[src/rtl/ple_pkg.sv]
// Shared types and constants for the positional list engine.
// No dependencies; every other file refers to this package by scoped names.
package ple_pkg;

   localparam int DEPTH  = 64;
   localparam int IDX_W  = $clog2(DEPTH);
   localparam int CNT_W  = $clog2(DEPTH + 1);
   localparam int DATA_W = 32;
   localparam int OP_W   = 3;
   localparam int POS_W  = 6;
   localparam int STAT_W = 2;

   typedef enum logic [OP_W-1:0] {
      OP_INS_FRONT = 3'd0,
      OP_INS_BACK  = 3'd1,
      OP_INS_AT    = 3'd2,
      OP_DEL_FRONT = 3'd3,
      OP_DEL_BACK  = 3'd4,
      OP_DEL_AT    = 3'd5,
      OP_READ      = 3'd6
   } opcode_type;

   typedef enum logic [STAT_W-1:0] {
      ST_OK    = 2'd0,
      ST_FULL  = 2'd1,
      ST_EMPTY = 2'd2,
      ST_RANGE = 2'd3
   } status_type;

   typedef enum logic [1:0] {
      ACT_HOLD,
      ACT_INSERT,
      ACT_DELETE
   } action_type;

   // Broadcast from the controller to every cell of the chain.
   typedef struct packed {
      action_type              action;
      logic [IDX_W-1:0]        at;
      logic signed [DATA_W-1:0] value;
   } cell_ctrl_type;

   // Outcome of the current request, used to build the result.
   typedef struct packed {
      status_type       status;
      logic             take_value;
      logic [IDX_W-1:0] at;
      logic [CNT_W-1:0] count;
   } req_result_type;

endpackage

[src/rtl/ple_cell.sv]
// One storage cell of the list chain: holds one element and shifts with its neighbors.
// Depends on ple_pkg for the cell control struct.
module ple_cell (
   input  logic                              clock,
   input  logic [ple_pkg::IDX_W-1:0]         idx,
   input  ple_pkg::cell_ctrl_type            ctrl,
   input  logic signed [ple_pkg::DATA_W-1:0] prev_q,
   input  logic signed [ple_pkg::DATA_W-1:0] next_q,
   output logic signed [ple_pkg::DATA_W-1:0] data_q
);

   logic signed [ple_pkg::DATA_W-1:0] data_ff;
   logic signed [ple_pkg::DATA_W-1:0] data_in;

   always_comb begin
      data_in = data_ff;
      case (ctrl.action)
         ple_pkg::ACT_INSERT: begin
            if (idx > ctrl.at) begin
               data_in = prev_q;
            end else if (idx == ctrl.at) begin
               data_in = ctrl.value;
            end
         end
         ple_pkg::ACT_DELETE: begin
            // Entries past the count may pick up stale data; they are never read.
            if (idx >= ctrl.at) begin
               data_in = next_q;
            end
         end
         default: data_in = data_ff;
      endcase
   end

   always_ff @(posedge clock) begin
      data_ff <= data_in;
   end

   assign data_q = data_ff;

endmodule

[config.mk]
export PLATFORM = sky130hd
export DESIGN_NAME = ple_cell
export DESIGN_NICKNAME = d
export VERILOG_FILES = /design/src/rtl/ple_pkg.sv /design/src/rtl/ple_cell.sv
export SDC_FILE = /design/constraint.sdc
export NUM_CORES = 1
export LEC_CHECK = 0
export ABC_CLOCK_PERIOD_IN_PS = 4600
export BUFFER_PORTS_ARGS = -buffer_cell sky130_fd_sc_hd__buf_2
export CAP_MARGIN = 0
export CORE_MARGIN = 2
export CORE_UTILIZATION = 40
export DETAILED_ROUTE_END_ITERATION = 12
export PLACE_DENSITY = 0.76
export SETUP_SLACK_MARGIN = 0.15
export SYNTH_ARGS = -nofsm -noshare
export SYNTH_HDL_FRONTEND = slang
export SYNTH_SLANG_ARGS = --single-unit
[constraint.sdc]
create_clock -name clock -period 4.6 [get_ports clock]
set_input_delay 0.92 -clock clock [delete_from_list [all_inputs] [get_ports clock]]
set_output_delay 0.92 -clock clock [all_outputs]
set_load 0.05 [all_outputs]
# Word-level counts from Yosys, hierarchy flattened
# Cells that the tools add are included.
# classes
mux	4
order_cmp	2
eq_ne	5
n_reduce_logical	2
# op_table
op	n
32-bit two-way mux	3
32-bit one-hot mux with 2 select lines	1
6-bit == test	1
6-bit >= comparator	1
6-bit greater-than comparator	1
3-bit != test (second input constant)	1
3-bit AND reduction	1
2-bit by 1-bit == test with 1-bit output (second input constant)	1
2-bit == test (second input constant)	1
2-bit != test (second input constant)	1
2-bit nonzero test	1
# word_totals
output_inout_bits	32
input_bits	111
regBits	32
elab_cells	14

# Longest topological paths before layout
# Gate-level depths: netlist (run 1).
# logic_depth
word_depth	4
ltp_mapped	8
ltp_nobuf	6

# Worst setup path before layout (run 1)
# Ideal clock, no wire load.
# synth_path
path_kind	input-to-reg
start	in ctrl[37] (netlist bit)
end	reg data_ff, in the netlist data_q[0] (enable)
setup_slack_ns	-0.132
cell_stages	8
t_arrival_ns	4.262
setup_ns	0.470
n_path_buf	2
cell_sequence	inv_1 ha_1 nand2_1 o21ai_2 buf_4 buf_4 a21o_1 a21boi_0
# synth_via
elab_chain_cells	3
# synth_rtl
item	line	source
from (decl)	ple_cell.sv:6	input ple_pkg::cell_ctrl_type ctrl,
6-bit greater-than comparator (tied with other cells)	ple_cell.sv:19	if (idx > ctrl.at) begin
3-bit != test (no source line) / 2-bit != test (equally long branches)	--	
3-bit AND reduction (no source line) *	--	
to (signal assigned)	ple_cell.sv:36	data_ff <= data_in;
to (decl)	ple_cell.sv:12	logic signed [ple_pkg::DATA_W-1:0] data_ff;
# Mark *: on every way between the ends. The rest lies on a longest branch, timed or not.
# A chain may end at the register's enable or synchronous reset.

# Worst setup path in the final report (run 1)
# layout_path
start	in ctrl[37] (netlist bit)
end	reg data_ff, in the netlist data_q[19], data pin
# layout_via
elab_chain_cells	3
# layout_rtl
item	line	source
6-bit greater-than comparator	ple_cell.sv:19	
32-bit two-way mux	ple_cell.sv:19	
32-bit one-hot mux with 2 select lines	ple_cell.sv:17	case (ctrl.action)
net data_in (one bit)	ple_cell.sv:13	logic signed [ple_pkg::DATA_W-1:0] data_in;
# The timed path passes the listed nets, and every way through them passes these cells.

==> results of run 1 <==
## critical path: stages
cell and delay (ns):
buf_2 0.08, inv_1 0.03, ha_1 0.30, and4_4 0.26
nand3_2 0.86, nor3_1 0.50, nor4_1 0.09
## layout by cell type (no fill, tap or decap), types with 2 or more instances in the layout
| cell | instances |
|---|---|
| ha_1 | 6 |
| a21oi_1 | 2 |
| nor3_1 | 32 |
| o211a_1 | 25 |
| buf_4 | 4 |
| edfxtp_1 | 32 |
| buf_2 | 142 |
| a21o_1 | 2 |
| nor2_1 | 57 |
| inv_1 | 6 |
| nor4_1 | 64 |
| clkbuf_8 | 5 |
| a2111oi_0 | 7 |
| clkbuf_1 | 2 |
| nand2b_1 | 3 |
## area by class of cell
cell class	count	area, µm²
Fill cell	547	2704
Multi-Input combinational cell	209	1319
Sequential cell	32	960.9
Timing Repair Buffer	146	740.7
Tap cell	75	93.84
Clock buffer	7	76.32
Inverter	6	22.52
Clock inverter	1	3.754
## cell families (layout without fill, tap and decap cells)
family	after synthesis	count (layout)	share of synthesized area, %
AND/OR/NAND/NOR	162	162	33.79
flip-flops	32	32	39.02
AO/OA/AOI/OAI	41	41	15.45
buffers and inverters	39	160	8.689
adder cells (fa/ha/maj)	6	6	3.049
## stage by stage
step | instances | cell area (µm²) | util, %
final | 476 | 3217 | 54.33
after global routing | 476 | 3217 | 54.33
after global placement | 468 | 3137 | 52.98
after detailed placement | 468 | 3137 | 52.98
after floorplan | 280 | 2462 | -
after CTS | 476 | 3217 | 54.33
## routing by layer
layer | track usage (%) | part of all wire [%] | vias to the layer above
li1 | - | - | 1338
met1 | 24.98 | 41 | 1250
met2 | 36.77 | 49 | 111
met3 | 4.130 | 7.8 | 12
met4 | 10.17 | 2.2 | 0
met5 | 0 | 0 | -
## worst max path at each step
stage	slack (ns)	start	end	depth (start not counted)
6_report	1.54	ctrl[37]	data_q[19]	7
5_1_grt	1.34	ctrl[37]	data_q[11]	7
4_1_cts	1.64	ctrl[37]	data_q[1]	7
3_5_place_dp	1.31	ctrl[37]	data_q[1]	7
3_3_place_gp	1.43	ctrl[37]	data_q[5]	7
2_1_floorplan	0.71	ctrl[37]	data_q[0]	8
## report_power, final
| part | total (µW) | switching (µW) | internal, µW | leakage (µW) |
|---|---|---|---|---|
| combinational | 362 | 247 | 115 | 0.00120 |
| clock | 210 | 105 | 105 | 0.0000399 |
| sequential | 378 | 7.83 | 370 | 0.000305 |
==> impl_metrics.ini, run 1 <==
[grt]
grt_use_total_pct = 21.20
grt_overflow = 0
grt_max_degree = 58
grt_pass1_wl_mm = 11.19
grt_pass1_vias = 2541
antenna_found_initial = 0

[setup_path]
critPathArrivalTime_ns = 3.07
crit_fanout = 57
worstPathRequired_ns = 4.62
critPathCaptureType = flop
path_class = in -> reg
start_kind = input pin

[pwr]
powerDensity_nw_per_um2 = 295.3
vdd_drop_max_v = 0.0001277
p_total_uw = 950.1
leakagePower_uw = 0.001547

[synthesis]
synthesis.area_um2 = 2462
synth_fp_nets = 397
synth_top_flop_cell = edfxtp_1
synthArstFlopShare_pct = 0
ys.warnings.count = 0
yosysTopAreaCell = edfxtp_1
yosysMostFrequentCell = nor4_1
seq_area_frac_synth_pct = 39.02
synth_common_cells = nor4_1, nor2_1, edfxtp_1, nor3_1, o211a_1
synth_area_leaders = edfxtp_1, nor4_1, o211a_1, nor2_1, nor3_1
synth_seq_cells = 32
synth.distinct_cells = 25
synth_cells = 280
synth_edf_count = 32
avgSynthCellArea_um2 = 8.794
synth_top_area_share_pct = 39.02

[die]
initial_core_util_pct = 41.59
die_area_um2 = 6800
dieHeight_um = 82.46
io_pins = 143
placeableCoreArea_um2 = 5921
fp-row-count = 28
die_width_um = 82.46

[clocking]
cts-root-buf = clkbuf_8
cts_buffer_depth = 2
path_clk_slew_ns = 0.07
cts_made_buffers = 5
cts.sinks = 32
cts_hold_buf = 0
htree_levels = 2
cts_setup_buffers = 0
cts_resized = 0
cts_tree = built

[run]
max_cap_viol_count = 0

[hold_path]
whs_endpoint = data_q[27]
min_from = next_q[27]
min_path_type = in -> reg
min_path_cells = 3

[route]
drtAntennaViolNets = 0
drt-pass1-iter-count = 4
drc = 0
routed_wl_mm = 7.418
vias_per_cell = 5.695
first_iter_violations = 175
wl_per_cell_um = 15.58
dr_total_vias = 2711

[outcome]
status = finished, final reports clean

[placed_design]
place.gp.congestion = 0.8114
dp_hpwl_mm = 5.004
dp_slack_ns = 1.315
port_buffers = 142

[timing]
final-setup-viol-count = 0
whs_ns = 1.041
timing.fmax_ghz = 0.3273
period_minus_slack_ns = 3.055
slew_headroom_pct = 22.92
hold_violations = 0
maxSlewViolCount = 0
fin_setup_tns_ns = 0
fin_crit_sh_pct = 66.42
setup_slack_ns = 1.545
rsz0062_at_grt = false
max_slew.worst_pin.slew_ns = 1.153

[layout]
fin_nets = 517
diodes = 0
largest_reg_flops = 32
area_growth_pct = 30.64
drive_gt1_share_pct = 39.15
No activity file was read; power rests on OpenSTA's default activity.
==> run 2: changes to the inputs <==
ABC_AREA = 1   (was unset)
ABC_CLOCK_PERIOD_IN_PS = 2600   (was 4600)
CORE_UTILIZATION = 38   (was 40)
PLACE_DENSITY = 0.75   (was 0.76)
clock period = 2.6 ns   (was 4.6 ns; I/O delays follow)
==> impl_metrics.ini, run 2 <==
[grt]
grt_use_total_pct = 18.22
grt_pass1_wl_mm = 9.287
grt_pass1_vias = 2266
grt_overflow = 0
antenna_found_initial = 0
grt_max_degree = 33

[die]
initial_core_util_pct = 39.59
placeableCoreArea_um2 = 5540
io_pins = 143
dieHeight_um = 79.98
die_width_um = 79.98
die_area_um2 = 6396
fp-row-count = 27

[route]
vias_per_cell = 4.564
drc = 0
drtAntennaViolNets = 0
wl_per_cell_um = 10.98
drt-pass1-iter-count = 4
first_iter_violations = 81
routed_wl_mm = 5.719
dr_total_vias = 2378

[pwr]
p_total_uw = 1640
vdd_drop_max_v = 0.0001846
powerDensity_nw_per_um2 = 538.4
leakagePower_uw = 0.001830

[layout]
area_growth_pct = 38.90
diodes = 0
drive_gt1_share_pct = 36.08
final_common_cell = buf_2
largest_reg_flops = 32
fin_nets = 565
fin_cells = 521
layout.cells.most_common_list = buf_2, nand2_1, inv_1

[synthesis]
synth_edf_count = 32
yosysMostFrequentCell = nand2_1
synth-xor-area-share_pct = 0
avgSynthCellArea_um2 = 7.144
synthSimpleGateAreaFrac_pct = 35.20
synth_common_cells = nand2_1, inv_1, nand3_1
synth_area_leaders = edfxtp_1, nand2_1, nand3_1, inv_1, ha_1
synth_top_flop_cell = edfxtp_1
synth_fp_nets = 424
ys.warnings.count = 0
synth_cells = 307
synth_top_area_share_pct = 43.81
synth_top_family_by_area = simple AND/OR/NAND/NOR gates
synth_adder_area_share_pct = 3.423
synthesis.area_um2 = 2193
seq_area_frac_synth_pct = 43.81
synthArstFlopShare_pct = 0
synth_compound_area_share_pct = 0.4564
yosysTopAreaCell = edfxtp_1
synth_seq_cells = 32
synthMuxAreaShare_pct = 0
synth.distinct_cells = 18

[timing]
rsz0062_at_grt = false
max_slew.worst_pin.slew_ns = 0.3309
final-setup-viol-count = 0
period_minus_slack_ns = 2.012
hold_violations = 0
whs_ns = 0.5152
setup_slack_ns = 0.5882
slew_headroom_pct = 77.70
timing.fmax_ghz = 0.4971
fin_setup_tns_ns = 0
maxSlewViolCount = 0
fin_crit_sh_pct = 77.38

[placed_design]
place.gp.congestion = 0.8536
port_buffers = 142
dp_cells = 513
dp_slack_ns = 0.3012
dp_hpwl_mm = 4.475

[clocking]
cts_setup_buffers = 0
cts_made_buffers = 5
htree_levels = 2
cts_tree = built
cts-root-buf = clkbuf_8
path_clk_slew_ns = 0.07
cts_buffer_depth = 2
cts_resized = 0
cts.sinks = 32
cts_hold_buf = 0

[hold_path]
min_path_type = in -> reg

[setup_path]
worstPathRequired_ns = 2.63
critPathCaptureType = flop
start_kind = input pin
critPathArrivalTime_ns = 2.04
path_class = in -> reg
crit_fanout = 32

[outcome]
status = finished, final reports clean

[run]
max_cap_viol_count = 0
==> run 2: logic make-up after synthesis <==
kind of cell / count (synthesis)
AOI/OAI and AO/OA: 2
and+or+nand+nor: 175
buffers and inverters: 92
DFF: 32
adders and majority gates: 6
==> run 2: stage by stage <==
step | util (%) | area (µm²)
after floorplan | - | 2197
after global placement | 53.50 | 2964
after detailed placement | 53.50 | 2964
after CTS | 54.99 | 3047
after global routing | 54.99 | 3047
final | 54.99 | 3047
==> run 2: area by class of cell <==
type	count	area, µm²
inverter	77	292.8
multi-input combinational	183	857.1
fill	528	2494
tap	72	90.09
clock inverter	3	13.76
clock buffer	5	68.82
sequential	32	960.9
timing repair buffer	149	763.2
==> run 2: path summary, 6_finish.rpt <==
path | slack [ns] | cells past startpoint | from | endpoint
setup / recovery | 0.59 | 8 | idx[5] | data_q[6]
hold / removal | 0.52 | 3 | next_q[9] | data_q[9]
==> run 2: worst max-delay path, cell delays in order <==
cell     delay [ns]
buf_2          0.10
ha_1           0.30
a21oi_1        0.29
nand3_4        0.24
nand2_4        0.34
nand2_1        0.09
nand3_1        0.09
nand2_1        0.06
==> run 2: routing by layer <==
metal / global-route usage (%) / up-vias / wire length (µm)
met5: 0 / - / 0
met4: 6.949 / 0 / 95
met3: 3.281 / 10 / 450
met2: 34.67 / 110 / 2965
met1: 19.73 / 1037 / 2208
li1: - / 1221 / -
==> run 2: report_power, final <==
group	switching, µW	total, µW	internal [µW]
sequential	14.1	669	655
clock	174	356	181
combinational	432	616	183
==> run 3: changes to the inputs <==
ABC_CLOCK_PERIOD_IN_PS = 1800   (was 2600)
clock period = 1.8 ns   (was 2.6 ns; I/O delays follow)
==> impl_metrics.ini, run 3 (synthesized netlist as in run 2, its figures left out) <==
[clocking]
cts_resized = 0
cts_setup_buffers = 0
path_clk_slew_ns = 0.06
cts_buffer_depth = 2
cts_tree = built
htree_levels = 2
cts.sinks = 32
cts-root-buf = clkbuf_8
cts_made_buffers = 5
cts_hold_buf = 0

[layout]
fin_nets = 574
largest_reg_flops = 32
final_common_cell = buf_2
diodes = 0
layout.cells.most_common_list = buf_2, nand2_1, inv_1
drive_gt1_share_pct = 40.04
area_growth_pct = 51.34

[grt]
antenna_found_initial = 0
grt_pass1_wl_mm = 9.715
grt_overflow = 0
grt_use_total_pct = 19.39
grt_max_degree = 33
grt_pass1_vias = 2407

[route]
drc = 0
drtAntennaViolNets = 0
drt-pass1-iter-count = 4
first_iter_violations = 113
dr_total_vias = 2410
vias_per_cell = 4.556
routed_wl_mm = 6.128
wl_per_cell_um = 11.58

[die]
fp-row-count = 27
dieHeight_um = 79.98
die_area_um2 = 6396
io_pins = 143
initial_core_util_pct = 39.59
die_width_um = 79.98
placeableCoreArea_um2 = 5540

[hold_path]
min_path_type = in -> reg
whs_endpoint = data_q[9]
min_from = next_q[9]
min_path_cells = 3

[timing]
timing.fmax_ghz = 0.6245
slew_headroom_pct = 75.54
fin_crit_sh_pct = 88.96
hold_violations = 0
period_minus_slack_ns = 1.601
max_slew.worst_pin.slew_ns = 0.3668
final-setup-viol-count = 0
rsz0062_at_grt = true
fin_setup_tns_ns = 0
maxSlewViolCount = 0

[outcome]
status = finished, final reports clean

[setup_path]
crit_cells = 10
critical_path.top_delay_family = buffers and inverters
crit_buf_inv = 4
cpMaxStageDelayCell = ha_4
worstPathRequired_ns = 1.79
start_kind = input pin
crit_fanout = 19
critPathCaptureType = flop
cpPeakStageDelay_ns = 0.26
crit_chain = buf_2 -> inv_12 -> ha_4 -> nand2_4 -> nor2_4 -> nand3_4 -> nand4_1 -> o21ai_2 -> clkinvlp_4 -> buf_12
critPathArrivalTime_ns = 1.59
path_class = in -> reg

[run]
max_cap_viol_count = 0

[pwr]
p_total_uw = 2507
vdd_drop_max_v = 0.0003142
leakagePower_uw = 0.001915
powerDensity_nw_per_um2 = 755.1

[placed_design]
place.gp.congestion = 0.8557
dp_hpwl_mm = 4.521
port_buffers = 142
## run 3: per-layer routing
metal / vias to the layer above / GRT usage [%] / part of all wire (%)
li1: 1238 / - / -
met1: 1060 / 19.39 / 39
met2: 100 / 37.75 / 51
met3: 12 / 4.299 / 7.7
met4: 0 / 8.305 / 2.1
met5: - / 0 / 0
## run 3: report_power, final
part / internal (µW) / switching (µW) / leakage, µW
registers: 946 / 21.5 / 0.000296
logic: 361 / 670 / 0.00158
clock network: 262 / 245 / 0.0000410
total: 1570 / 937 / 0.00191
## run 3: how the worst max path moves through the flow
stage	slack (ns)	start	end
floorplan	-0.19	ctrl[36]	data_q[0]
global placement	-0.05	ctrl[36]	data_q[16]
detailed placement	-0.06	ctrl[36]	data_q[20]
CTS	0.23	ctrl[36]	data_q[0]
global route	0.13	ctrl[37]	data_q[24]
finish	0.20	ctrl[36]	data_q[30]
## run 3: cell type report
type	instances	area, µm²
Multi-Input combinational cell	183	953.4
Sequential cell	32	960.9
Inverter	77	317.8
Clock inverter	1	5.005
Timing Repair Buffer	158	919.6
Fill cell	515	2221
Tap cell	72	90.09
Clock buffer	6	72.57
## run 3: worst min-delay path: stages
cell and delay, ns:
buf_2 0.07, nand2_1 0.04, nand2_1 0.05
## run 3: per-stage QoR
| stage | area (µm²) | worst slack [ns] | instances | hold slack, ns | utilization [%] |
|---|---|---|---|---|---|
| floorplan | 2310 | -0.1858 | 307 | 0.5459 | - |
| global placement | 3173 | -0.04573 | 520 | 0.6328 | 57.27 |
| detailed placement | 3173 | -0.06334 | 520 | 0.6338 | 57.27 |
| CTS | 3251 | 0.2331 | 527 | 0.3399 | 58.67 |
| global route | 3319 | 0.1340 | 529 | 0.3480 | 59.91 |
| finish | 3319 | 0.1988 | 529 | 0.3503 | 59.91 |
