**config.mk**
```make
export PLATFORM = sky130hd
export DESIGN_NAME = ple_ctrl
export DESIGN_NICKNAME = d
export VERILOG_FILES = /design/src/rtl/ple_pkg.sv /design/src/rtl/ple_ctrl.sv
export SDC_FILE = /design/constraint.sdc
export NUM_CORES = 1
export LEC_CHECK = 0
export BUFFER_PORTS_ARGS = -buffer_cell sky130_fd_sc_hd__buf_2
export CORE_UTILIZATION = 45
export DETAILED_ROUTE_END_ITERATION = 10
export MAX_ROUTING_LAYER = met4
export PLACE_DENSITY_LB_ADDON = 0.2
export SLEW_MARGIN = 20
export SYNTH_ARGS = -nofsm -noshare
export SYNTH_HDL_FRONTEND = slang
export SYNTH_SLANG_ARGS = --single-unit
export TNS_END_PERCENT = 50
```
**constraint.sdc**
```tcl
create_clock -name clock -period 5.1 [get_ports clock]
set_clock_uncertainty 0.1 [all_clocks]
set_input_delay 0.51 -clock clock [delete_from_list [all_inputs] [get_ports clock]]
set_output_delay 0.51 -clock clock [all_outputs]
set_load 0.02 [all_outputs]
```
**src/rtl/ple_pkg.sv**
```systemverilog
// Shared types and constants for the positional list engine.
// No dependencies; every other file refers to this package by scoped names.
package ple_pkg;

   localparam int DEPTH  = 64;
   localparam int IDX_W  = $clog2(DEPTH);
   localparam int CNT_W  = $clog2(DEPTH + 1);
   localparam int DATA_W = 32;
   localparam int OP_W   = 3;
   localparam int POS_W  = 6;
   localparam int STAT_W = 2;

   typedef enum logic [OP_W-1:0] {
      OP_INS_FRONT = 3'd0,
      OP_INS_BACK  = 3'd1,
      OP_INS_AT    = 3'd2,
      OP_DEL_FRONT = 3'd3,
      OP_DEL_BACK  = 3'd4,
      OP_DEL_AT    = 3'd5,
      OP_READ      = 3'd6
   } opcode_type;

   typedef enum logic [STAT_W-1:0] {
      ST_OK    = 2'd0,
      ST_FULL  = 2'd1,
      ST_EMPTY = 2'd2,
      ST_RANGE = 2'd3
   } status_type;

   typedef enum logic [1:0] {
      ACT_HOLD,
      ACT_INSERT,
      ACT_DELETE
   } action_type;

   // Broadcast from the controller to every cell of the chain.
   typedef struct packed {
      action_type              action;
      logic [IDX_W-1:0]        at;
      logic signed [DATA_W-1:0] value;
   } cell_ctrl_type;

   // Outcome of the current request, used to build the result.
   typedef struct packed {
      status_type       status;
      logic             take_value;
      logic [IDX_W-1:0] at;
      logic [CNT_W-1:0] count;
   } req_result_type;

endpackage

```
**src/rtl/ple_ctrl.sv**
```systemverilog
// Request decoder and element counter: checks each request and drives the cell chain.
// Depends on ple_pkg for opcodes, status codes and the control structs.
module ple_ctrl (
   input  logic                              clock,
   input  logic                              reset,
   input  logic                              accept,
   input  logic [ple_pkg::OP_W-1:0]          opcode,
   input  logic [ple_pkg::POS_W-1:0]         position,
   input  logic signed [ple_pkg::DATA_W-1:0] value_in,
   output ple_pkg::cell_ctrl_type            cell_ctrl,
   output ple_pkg::req_result_type           result
);

   logic [ple_pkg::CNT_W-1:0] count_ff;
   logic [ple_pkg::CNT_W-1:0] count_in;
   logic [ple_pkg::CNT_W-1:0] count_new;
   logic [ple_pkg::CNT_W-1:0] at_full;
   logic [ple_pkg::CNT_W-1:0] pos_ext;
   ple_pkg::status_type       status;
   ple_pkg::action_type       action;
   logic                      take_value;

   assign pos_ext = ple_pkg::CNT_W'(position);

   always_comb begin
      status     = ple_pkg::ST_OK;
      action     = ple_pkg::ACT_HOLD;
      take_value = 1'b0;
      at_full    = '0;
      unique case (ple_pkg::opcode_type'(opcode)) inside
         ple_pkg::OP_INS_FRONT, ple_pkg::OP_INS_BACK, ple_pkg::OP_INS_AT: begin
            if (ple_pkg::opcode_type'(opcode) == ple_pkg::OP_INS_BACK) begin
               at_full = count_ff;
            end else if (ple_pkg::opcode_type'(opcode) == ple_pkg::OP_INS_AT) begin
               at_full = pos_ext;
            end
            if (count_ff == ple_pkg::CNT_W'(ple_pkg::DEPTH)) begin
               status = ple_pkg::ST_FULL;
            end else if (at_full > count_ff) begin
               status = ple_pkg::ST_RANGE;
            end else begin
               action = ple_pkg::ACT_INSERT;
            end
         end
         ple_pkg::OP_DEL_FRONT, ple_pkg::OP_DEL_BACK, ple_pkg::OP_DEL_AT,
         ple_pkg::OP_READ: begin
            if (ple_pkg::opcode_type'(opcode) == ple_pkg::OP_DEL_BACK) begin
               at_full = count_ff - 1'b1;
            end else if (ple_pkg::opcode_type'(opcode) == ple_pkg::OP_DEL_AT ||
                         ple_pkg::opcode_type'(opcode) == ple_pkg::OP_READ) begin
               at_full = pos_ext;
            end
            if (count_ff == '0) begin
               status = ple_pkg::ST_EMPTY;
            end else if (at_full >= count_ff) begin
               status = ple_pkg::ST_RANGE;
            end else begin
               take_value = 1'b1;
               if (ple_pkg::opcode_type'(opcode) != ple_pkg::OP_READ) begin
                  action = ple_pkg::ACT_DELETE;
               end
            end
         end
         default: begin
            // The unused opcode is ignored and reports success.
            status = ple_pkg::ST_OK;
         end
      endcase
   end

   always_comb begin
      count_new = count_ff;
      if (action == ple_pkg::ACT_INSERT) begin
         count_new = count_ff + 1'b1;
      end else if (action == ple_pkg::ACT_DELETE) begin
         count_new = count_ff - 1'b1;
      end
      count_in = accept ? count_new : count_ff;
   end

   always_ff @(posedge clock) begin
      if (reset) begin
         count_ff <= '0;
      end else begin
         count_ff <= count_in;
      end
   end

   assign cell_ctrl.action = accept ? action : ple_pkg::ACT_HOLD;
   assign cell_ctrl.at     = at_full[ple_pkg::IDX_W-1:0];
   assign cell_ctrl.value  = value_in;

   assign result.status     = status;
   assign result.take_value = take_value;
   assign result.at         = at_full[ple_pkg::IDX_W-1:0];
   assign result.count      = count_new;

   a_count_bound: assert property (@(posedge clock) disable iff (reset)
      count_ff <= ple_pkg::CNT_W'(ple_pkg::DEPTH))
      else $error("element count above list depth");

   a_insert_grows: assert property (@(posedge clock) disable iff (reset)
      accept && cell_ctrl.action == ple_pkg::ACT_INSERT
      |=> count_ff == ple_pkg::CNT_W'($past(count_ff) + 1'b1))
      else $error("insert did not grow the count by one");

   a_delete_shrinks: assert property (@(posedge clock) disable iff (reset)
      accept && cell_ctrl.action == ple_pkg::ACT_DELETE
      |=> count_ff == ple_pkg::CNT_W'($past(count_ff) - 1'b1))
      else $error("delete did not shrink the count by one");

   a_fail_keeps: assert property (@(posedge clock) disable iff (reset)
      accept && status != ple_pkg::ST_OK |=> $stable(count_ff))
      else $error("failed request changed the count");

endmodule

```
After elaboration in Yosys (flattened, before gate mapping)
Cells that the tools add are included.
Widths: inputs -> output; s select.
{ "word_totals": {"reg_bits": 7, "output_inout_bits": 56} }
{ "classes": {"addsub": 2, "magnitude_cmp": 2, "n_eq_ne": 10, "muxes": 24, "reduce_logical": 5} }
{ "op_table": {"columns": ["cell", "n"], "rows": [
  ["$mux 7", 6],
  ["$mux 2", 9],
  ["$mux 6", 2],
  ["$pmux 6 s2", 1],
  ["$eq 3x3->1 const B", 3],
  ["$pmux 2 s2", 2],
  ["$add 7x1->7 const B", 1],
  ["$eq 7x7->1 const B", 1],
  ["$ge 7x7->1", 1],
  ["$gt 7x7->1", 1],
  ["$logic_not 7->1", 1],
  ["$sub 7x1->7 const B", 1],
  ["$eq 3x2->1 const B", 2],
  ["$mux 1", 4],
  ["$reduce_or 4->1", 1],
  ["$eq 3x1->1 const B", 1],
  ["$logic_not 3->1", 1],
  ["$ne 3x3->1 const B", 1],
  ["$reduce_or 3->1", 1],
  ["$eq 2x1->1 const B", 1],
  ["$eq 2x2->1 const B", 1],
  ["$logic_or 1x1->1", 1]
]} }

Longest topological paths before layout
Gate-level depths: netlist of run 1.
{ "depth": {"ltp_word": 12, "mapped_depth": 16} }

Least setup slack after synthesis of run 1
No wires, ideal clock.
{ "synth_timing": {"path_type": "input port to output port", "from": "input opcode[0] in the netlist's numbering", "to": "output result[1] in the netlist's numbering", "arrival_time_ps": 3371, "required_ps": 4490, "path_slack_ps": 1119, "cell_stages": 14, "n_path_buf": 2, "cell_sequence": "clkbuf_1 -> inv_1 -> nor2_1 -> clkbuf_1 -> nand2_1 -> o21ai_0 -> and2_1 -> ha_1 -> and3_4 -> a221o_1 -> a311oi_4 -> nand2_4 -> mux2_2 -> o21ai_1"} }
{ "synth_rtl": {"columns": ["item", "line_no", "source"], "rows": [
  ["start: declaration", "ple_ctrl.sv:7", "input logic [ple_pkg::OP_W-1:0] opcode,"],
  ["end: declaration", "ple_ctrl.sv:11", "output ple_pkg::req_result_type result"]
]} }

==> results.cfg, run 1 <==
[drt]
viasPerCell = 5.624
wl_per_cell_um = 14.76
drtIter0Drc = 118
first_pass_iters = 4
wl_um = 4044
drcViolationCount = 0
vias = 1541
drtAntennaViolNets = 0

[floorplanning]
die_w_um = 64.33
core_um2 = 3689
initial_utilization_pct = 47.39
rows = 22
die_y_um = 64.33
dieArea_um2 = 4138
top_level_ports = 100

[finish]
drive_gt1_share_pct = 26.99
largest-register = count_ff
fin_nets = 287
area_growth_pct = -4.653
antenna_cells = 0
reg.largest.list = count_ff x7
largest_reg_flops = 7
fin_area_um2 = 1667

[synthesis]
yosysSeqAreaShare_pct = 8.017
synth_enable_flop_cells = 0
syn_inst = 237
async_flop_share_pct = 0
syn_nets = 297
synth_cell_types = 58
syn_area_um2 = 1748
avgSynthCellArea_um2 = 7.375
ys.flop_type = dfxtp_1
yosysWarnings = 0
synth_seq_cells = 7

[power_and_ir_drop]
power_frac_clock_pct = 15.7
power.share.switching_pct = 48.85
p_int_uw = 250.1
p_sw_uw = 238.8
irDropWorstVdd_v = 0.0001734
combPwrFrac_pct = 69.5
power_density_nw_per_um2 = 293.4
cellLeakagePower_nw = 0.7593
seqPwrFrac_pct = 14.8

[clock_tree]
clk_pin_slew_worst_paths_ps = 40
clk_path_buf_depth = 2
cts_buffers = 3
cts_tree = yes
post_cts_buffers = 0
root_buffer = clkbuf_8
insertion_delay_ps = 230
postCtsHoldBufs = 0
clock_sinks = 7
htreeDepth = 1
cts_resized = 0

[critical_path]
critical_path_class = in2out
worstPathCellList = buf_2 -> inv_1 -> nor2_1 -> a22oi_1 -> nor2_1 -> ha_1 -> a21oi_1 -> a21oi_1 -> o311ai_2 -> nand2_1 -> o32a_2 -> o21ai_1 -> buf_2
slowest_delay_ps = 620
reg2regPathDepth = 15
crit_fanout = 12
arrival_ps = 4000
rr_endpoint = count_ff[3]
cp_data_required_time_ps = 4490
cp-start-kind = primary input
slowest_stage = nor2_1
r2r_slack_ps = 1140
crit_path_end_kind = output pin
r2r_start = count_ff[1]

[sta]
worst_pin_slew_ps = 756.7
setup-tns-final_ps = 0
max_freq_ghz = 0.2168
finalMaxSlewViolations = 0
slew_headroom_pct = 49.37
rsz0062_at_grt = false
setup_violations = 0
hold_viol_final = 0
layout_min_cycle_time_ps = 4612
fin_crit_sh_pct = 90.44

[worst_hold_path]
holdCritStartpoint = reset
hold-path-endpoint = count_ff[0]
hp-class = in2reg
min_path_cells = 2

[place]
gp_congestion = 0.8843
dpl_cell_area_um2 = 1622
port_buffers = 35
hpwl_um = 3163

[grt]
grt_pass1_wl_um = 6762
overflow = 0
grt_antenna_before_repair = 0
grt_pass1_vias = 1451
grt_max_degree = 24
grt_usage_pct = 21.29

[status]
status = finished clean

[job]
max-cap-violations = 0
layout make-up:
type	count	area (um^2)
fillers	416	2022
inverters	15	56.30
repair buffers	35	175.2
well taps	48	60.06
flip-flops and latches	7	140.1
multi-input cells	165	1190
clock buffers	4	45.04
power by group through the flow:
stage	combinational (mW)	clock (mW)	sequential, mW
2_1_floorplan	0.317	0	0.0650
3_3_place_gp	0.338	0	0.0730
3_5_place_dp	0.339	0	0.0730
4_1_cts	0.341	0.0795	0.0719
5_1_grt	0.377	0.0833	0.0735
6_report	0.340	0.0767	0.0723
layout by cell type, fill, tap and decap left out, types with 2 or more instances in the layout:
| cell type | count |
|---|---|
| nor2b_1 | 4 |
| mux2_1 | 2 |
| nand3_1 | 5 |
| a21oi_1 | 10 |
| dfxtp_1 | 7 |
| o32ai_1 | 4 |
| a21o_1 | 2 |
| and2_1 | 2 |
| nor2_1 | 16 |
| o22ai_1 | 4 |
| buf_2 | 35 |
| nand2b_1 | 4 |
| a31oi_1 | 2 |
| nor3_1 | 3 |
| or3_1 | 4 |
| nand2_1 | 19 |
| o21ai_0 | 12 |
| clkbuf_8 | 3 |
| o21ai_1 | 3 |
| ha_1 | 16 |
| inv_1 | 15 |
| xnor2_1 | 9 |
| a22oi_1 | 8 |
| or2_2 | 5 |
how the worst max path moves through the flow:
stage,from,cells past startpoint,to
final,opcode[0],13,result[4]
after global routing,opcode[0],13,result[4]
after CTS,opcode[0],13,result[4]
after detailed placement,opcode[0],13,result[4]
after global placement,opcode[0],13,result[4]
after floorplan,opcode[0],14,result[1]
worst max-delay path: cells and delay by family:
kind,cells,cell delay (ps)
compound gates,6,1540
simple gates,3,1140
buf+inv,3,520
fa+ha+maj,1,280
per-layer routing:
metal	share of wire [%]	routed length [um]	global-route usage (%)	up-vias
met5	0	0	-	-
met4	1.9	77	10.56	0
met3	5.4	220	2.143	13
met2	44	1786	31.84	48
met1	48	1959	28.22	704
li1	-	-	-	776
through the flow:
stage / hold slack (ps) / setup WS (ps) / total power [mW] / utilization [%] / std cells
global placement: 520.2 / 464.1 / 0.4112 / 43.96 / 270
CTS: 488.7 / 483.9 / 0.4921 / 45.18 / 274
finish: 485.2 / 487.5 / 0.4889 / 45.18 / 274
detailed placement: 522.4 / 506.5 / 0.4119 / 43.96 / 270
floorplan: 482.8 / 1119 / 0.3824 / - / 237
global route: 515.3 / 84.03 / 0.5334 / 45.18 / 274
cell usage after synthesis (2+ instances only):
| master | number | area (um^2) |
|---|---|---|
| dfxtp_1 | 7 | 140.1 |
| mux2_1 | 2 | 22.52 |
| ha_1 | 16 | 200.2 |
| nor2b_1 | 4 | 25.02 |
| buf_4 | 40 | 300.3 |
| a21o_1 | 2 | 15.01 |
| nor2_1 | 16 | 60.06 |
| xnor2_1 | 9 | 78.83 |
| and2_1 | 2 | 12.51 |
| nand2_1 | 19 | 71.32 |
| nand3_1 | 5 | 25.02 |
| or2_2 | 5 | 31.28 |
| buf_2 | 2 | 10.01 |
| o22ai_1 | 4 | 25.02 |
| buf_6 | 2 | 22.52 |
| a21oi_1 | 10 | 50.05 |
| o21ai_1 | 3 | 15.01 |
| o32ai_1 | 4 | 35.03 |
| or3_1 | 4 | 25.02 |
| o21ai_0 | 12 | 60.06 |
| nand2b_1 | 4 | 25.02 |
| a31oi_1 | 2 | 12.51 |
| a22oi_1 | 8 | 60.06 |
| clkbuf_1 | 5 | 18.77 |
| inv_1 | 15 | 56.30 |
| nor3_1 | 3 | 15.01 |
logic make-up (layout without fill, tap and decap cells):
logic type	after synthesis	after routing	share of synthesized area (%)
DFF	7	7	8.017
AOI/OAI and AO/OA	61	61	25.77
xor gates and xnor gates	10	10	5.011
muxes	5	5	3.364
and+or+nand+nor	73	73	22.48
adders and majority gates	16	16	11.45
buffers and inverters	65	54	23.91
Note: power is estimated with default switching activity, not from simulation.
==> run 2, diff against run 1 <==
Settings changed: CORE_MARGIN set to 5, CORE_UTILIZATION 45 to 41.
Clock period 5.1 ns to 3.75 ns, I/O delays scaled along.
==> run 2 against run 1 <==
Net effect:
- the flow now finishes with violations (setup timing)
- global-route usage is 2.6 points lower
- sequential cell count unchanged
- setup slack got worse by 600 ps
- first-iteration DRC count fell by 16%
- non-clock buffer count grew 52
- combinational power rose by 110%
- sequential power grew 27%
- cell area grew 34%
- die area rose by 37%
- count of clock-buffer cells in the layout decreased by 1
- worst hold slack worse by 150 ps
- critical path type is now reg2out
- critical endpoint is now result[1]
- largest power group unchanged
==> results.cfg, run 2 (synthesis results as in run 1) <==
[status]
status = finished with violations
violations = setup timing

[clock_tree]
cts_buffers = 3
root_buffer = clkbuf_8
clk_path_buf_depth = 2
htreeDepth = 1
clock_sinks = 7
clk_pin_slew_worst_paths_ps = 40
insertion_delay_ps = 230
cts_tree = yes

[place]
pre_cts_slack_ps = -56.69
port_buffers = 35
dp.cells = 301
hpwl_um = 3719
gp_congestion = 0.8933

[finish]
fin_cells = 328
largest_reg_flops = 7
most-common-layout-cells = buf_4, buf_2, nand2_1
fin_nets = 339
largest-register = count_ff
drive_gt1_share_pct = 49.28
final_common_cell = buf_4
reg.largest.list = count_ff x7
area_growth_pct = 27.99
antenna_cells = 0

[critical_path]
slowest_delay_ps = 390
critical_path_class = reg2out
worstPathCellList = or3_4 -> nor3_4 -> xnor2_1 -> o21ai_1 -> a22oi_1 -> nor2b_1 -> ha_1 -> a21o_2 -> a221o_1 -> a311oi_4 -> nand2_4 -> mux2_4 -> o21ai_2 -> buf_6
cp_data_required_time_ps = 3270
crit_fanout = 8
slowest_stage = or3_4
crit_path_end_kind = output pin
arrival_ps = 3390
cp-start-kind = flip-flop

[floorplanning]
top_level_ports = 100
dieArea_um2 = 5669
core_um2 = 4058
die_y_um = 75.30
initial_utilization_pct = 43.08
rows = 23
die_w_um = 75.30

[power_and_ir_drop]
power_density_nw_per_um2 = 407.6
irDropWorstVdd_v = 0.0002461
cellLeakagePower_nw = 1.081

[drt]
wl_per_cell_um = 15.13
first_pass_iters = 4
vias = 1763
drcViolationCount = 0
drtIter0Drc = 99
viasPerCell = 5.375
wl_um = 4961
drtAntennaViolNets = 0

[sta]
slew_headroom_pct = 71.93
finalMaxSlewViolations = 0
worst_pin_slew_ps = 409.3
fin_crit_sh_pct = 103.0
hold_viol_final = 0
max_freq_ghz = 0.2590
rsz0062_at_grt = true
setup_ws_ps = -111.6
layout_min_cycle_time_ps = 3862
setup_violations = 8

[grt]
grt_antenna_before_repair = 0
gr-max-usage-layer = met2
use_met2_pct = 31.26
grt_usage_pct = 18.72
grt_use_met3_pct = 2.375
overflow = 0
grt_max_degree = 24
grt_pass1_vias = 1769
met1_usage_pct = 22.89
grt_pass1_wl_um = 8059

[job]
max-cap-violations = 0

[worst_hold_path]
hp-class = in2reg
-- run 2: repair_timing --
item	CTS	global route
hold buffers	0	0
pin swaps	9	8
gates resized for setup	28	19
endpoints found under the setup margin	11	16
setup buffers	20	6
-- run 2: layer usage --
layer  vias to the layer above  part of all wire (%)  wire [um]
met5                         -                     0          0
met2                        62                    48       2375
li1                        885                     -          -
met3                         6                   6.3        315
met4                         0                   1.4         67
met1                       810                    44       2203
-- run 2: cell type report --
type                       count  area (um^2)
clock buffer                   3        41.29
clock inverter                 1        5.005
fill                         386         1821
inverter                      15        58.81
multi-input combinational    165         1315
sequential                     7        152.6
tap                           50        62.56
timing repair buffer          87        601.8
-- run 2: power by group --
part           total, mW  leakage (nW)  switching (mW)  internal, mW
combinational      0.711         0.996           0.354         0.357
sequential        0.0918        0.0594         0.00954        0.0823
clock              0.109        0.0255          0.0368        0.0723
-- run 2: path summary, 6_finish.rpt --
check                   start          end  slack [ps]  depth (start not counted)
setup / recovery  count_ff[2]    result[1]        -110                         14
hold / removal          reset  count_ff[0]         340                          2
setup reg to reg  count_ff[2]  count_ff[0]          50                         16
hold reg to reg   count_ff[3]  count_ff[3]         520                          2
-- run 2: stage by stage --
stage	util [%]	power [mW]	hold WS (ps)	cell area (um^2)	setup TNS [ps]
final	55.13	0.9118	336.9	2237	-592.9
after global routing	55.13	0.9761	348.3	2237	-2692
after CTS	52.91	0.8649	344.2	2147	-967.9
after detailed placement	45.67	0.6524	534.2	1853	-175.3
after global placement	45.67	0.6505	520.3	1853	-317.2
after floorplan	-	0.5273	468.0	1759	-32.63
-- run 2: critical path, delay by kind of cell, from the launching register on --
family / cells / cell delay [ps]
buf+inv: 1 / 130
fa+ha+maj: 1 / 300
flops: 1 / 350
mux: 1 / 310
simple gates: 4 / 750
xor+xnor: 1 / 130
compound gates: 6 / 1190
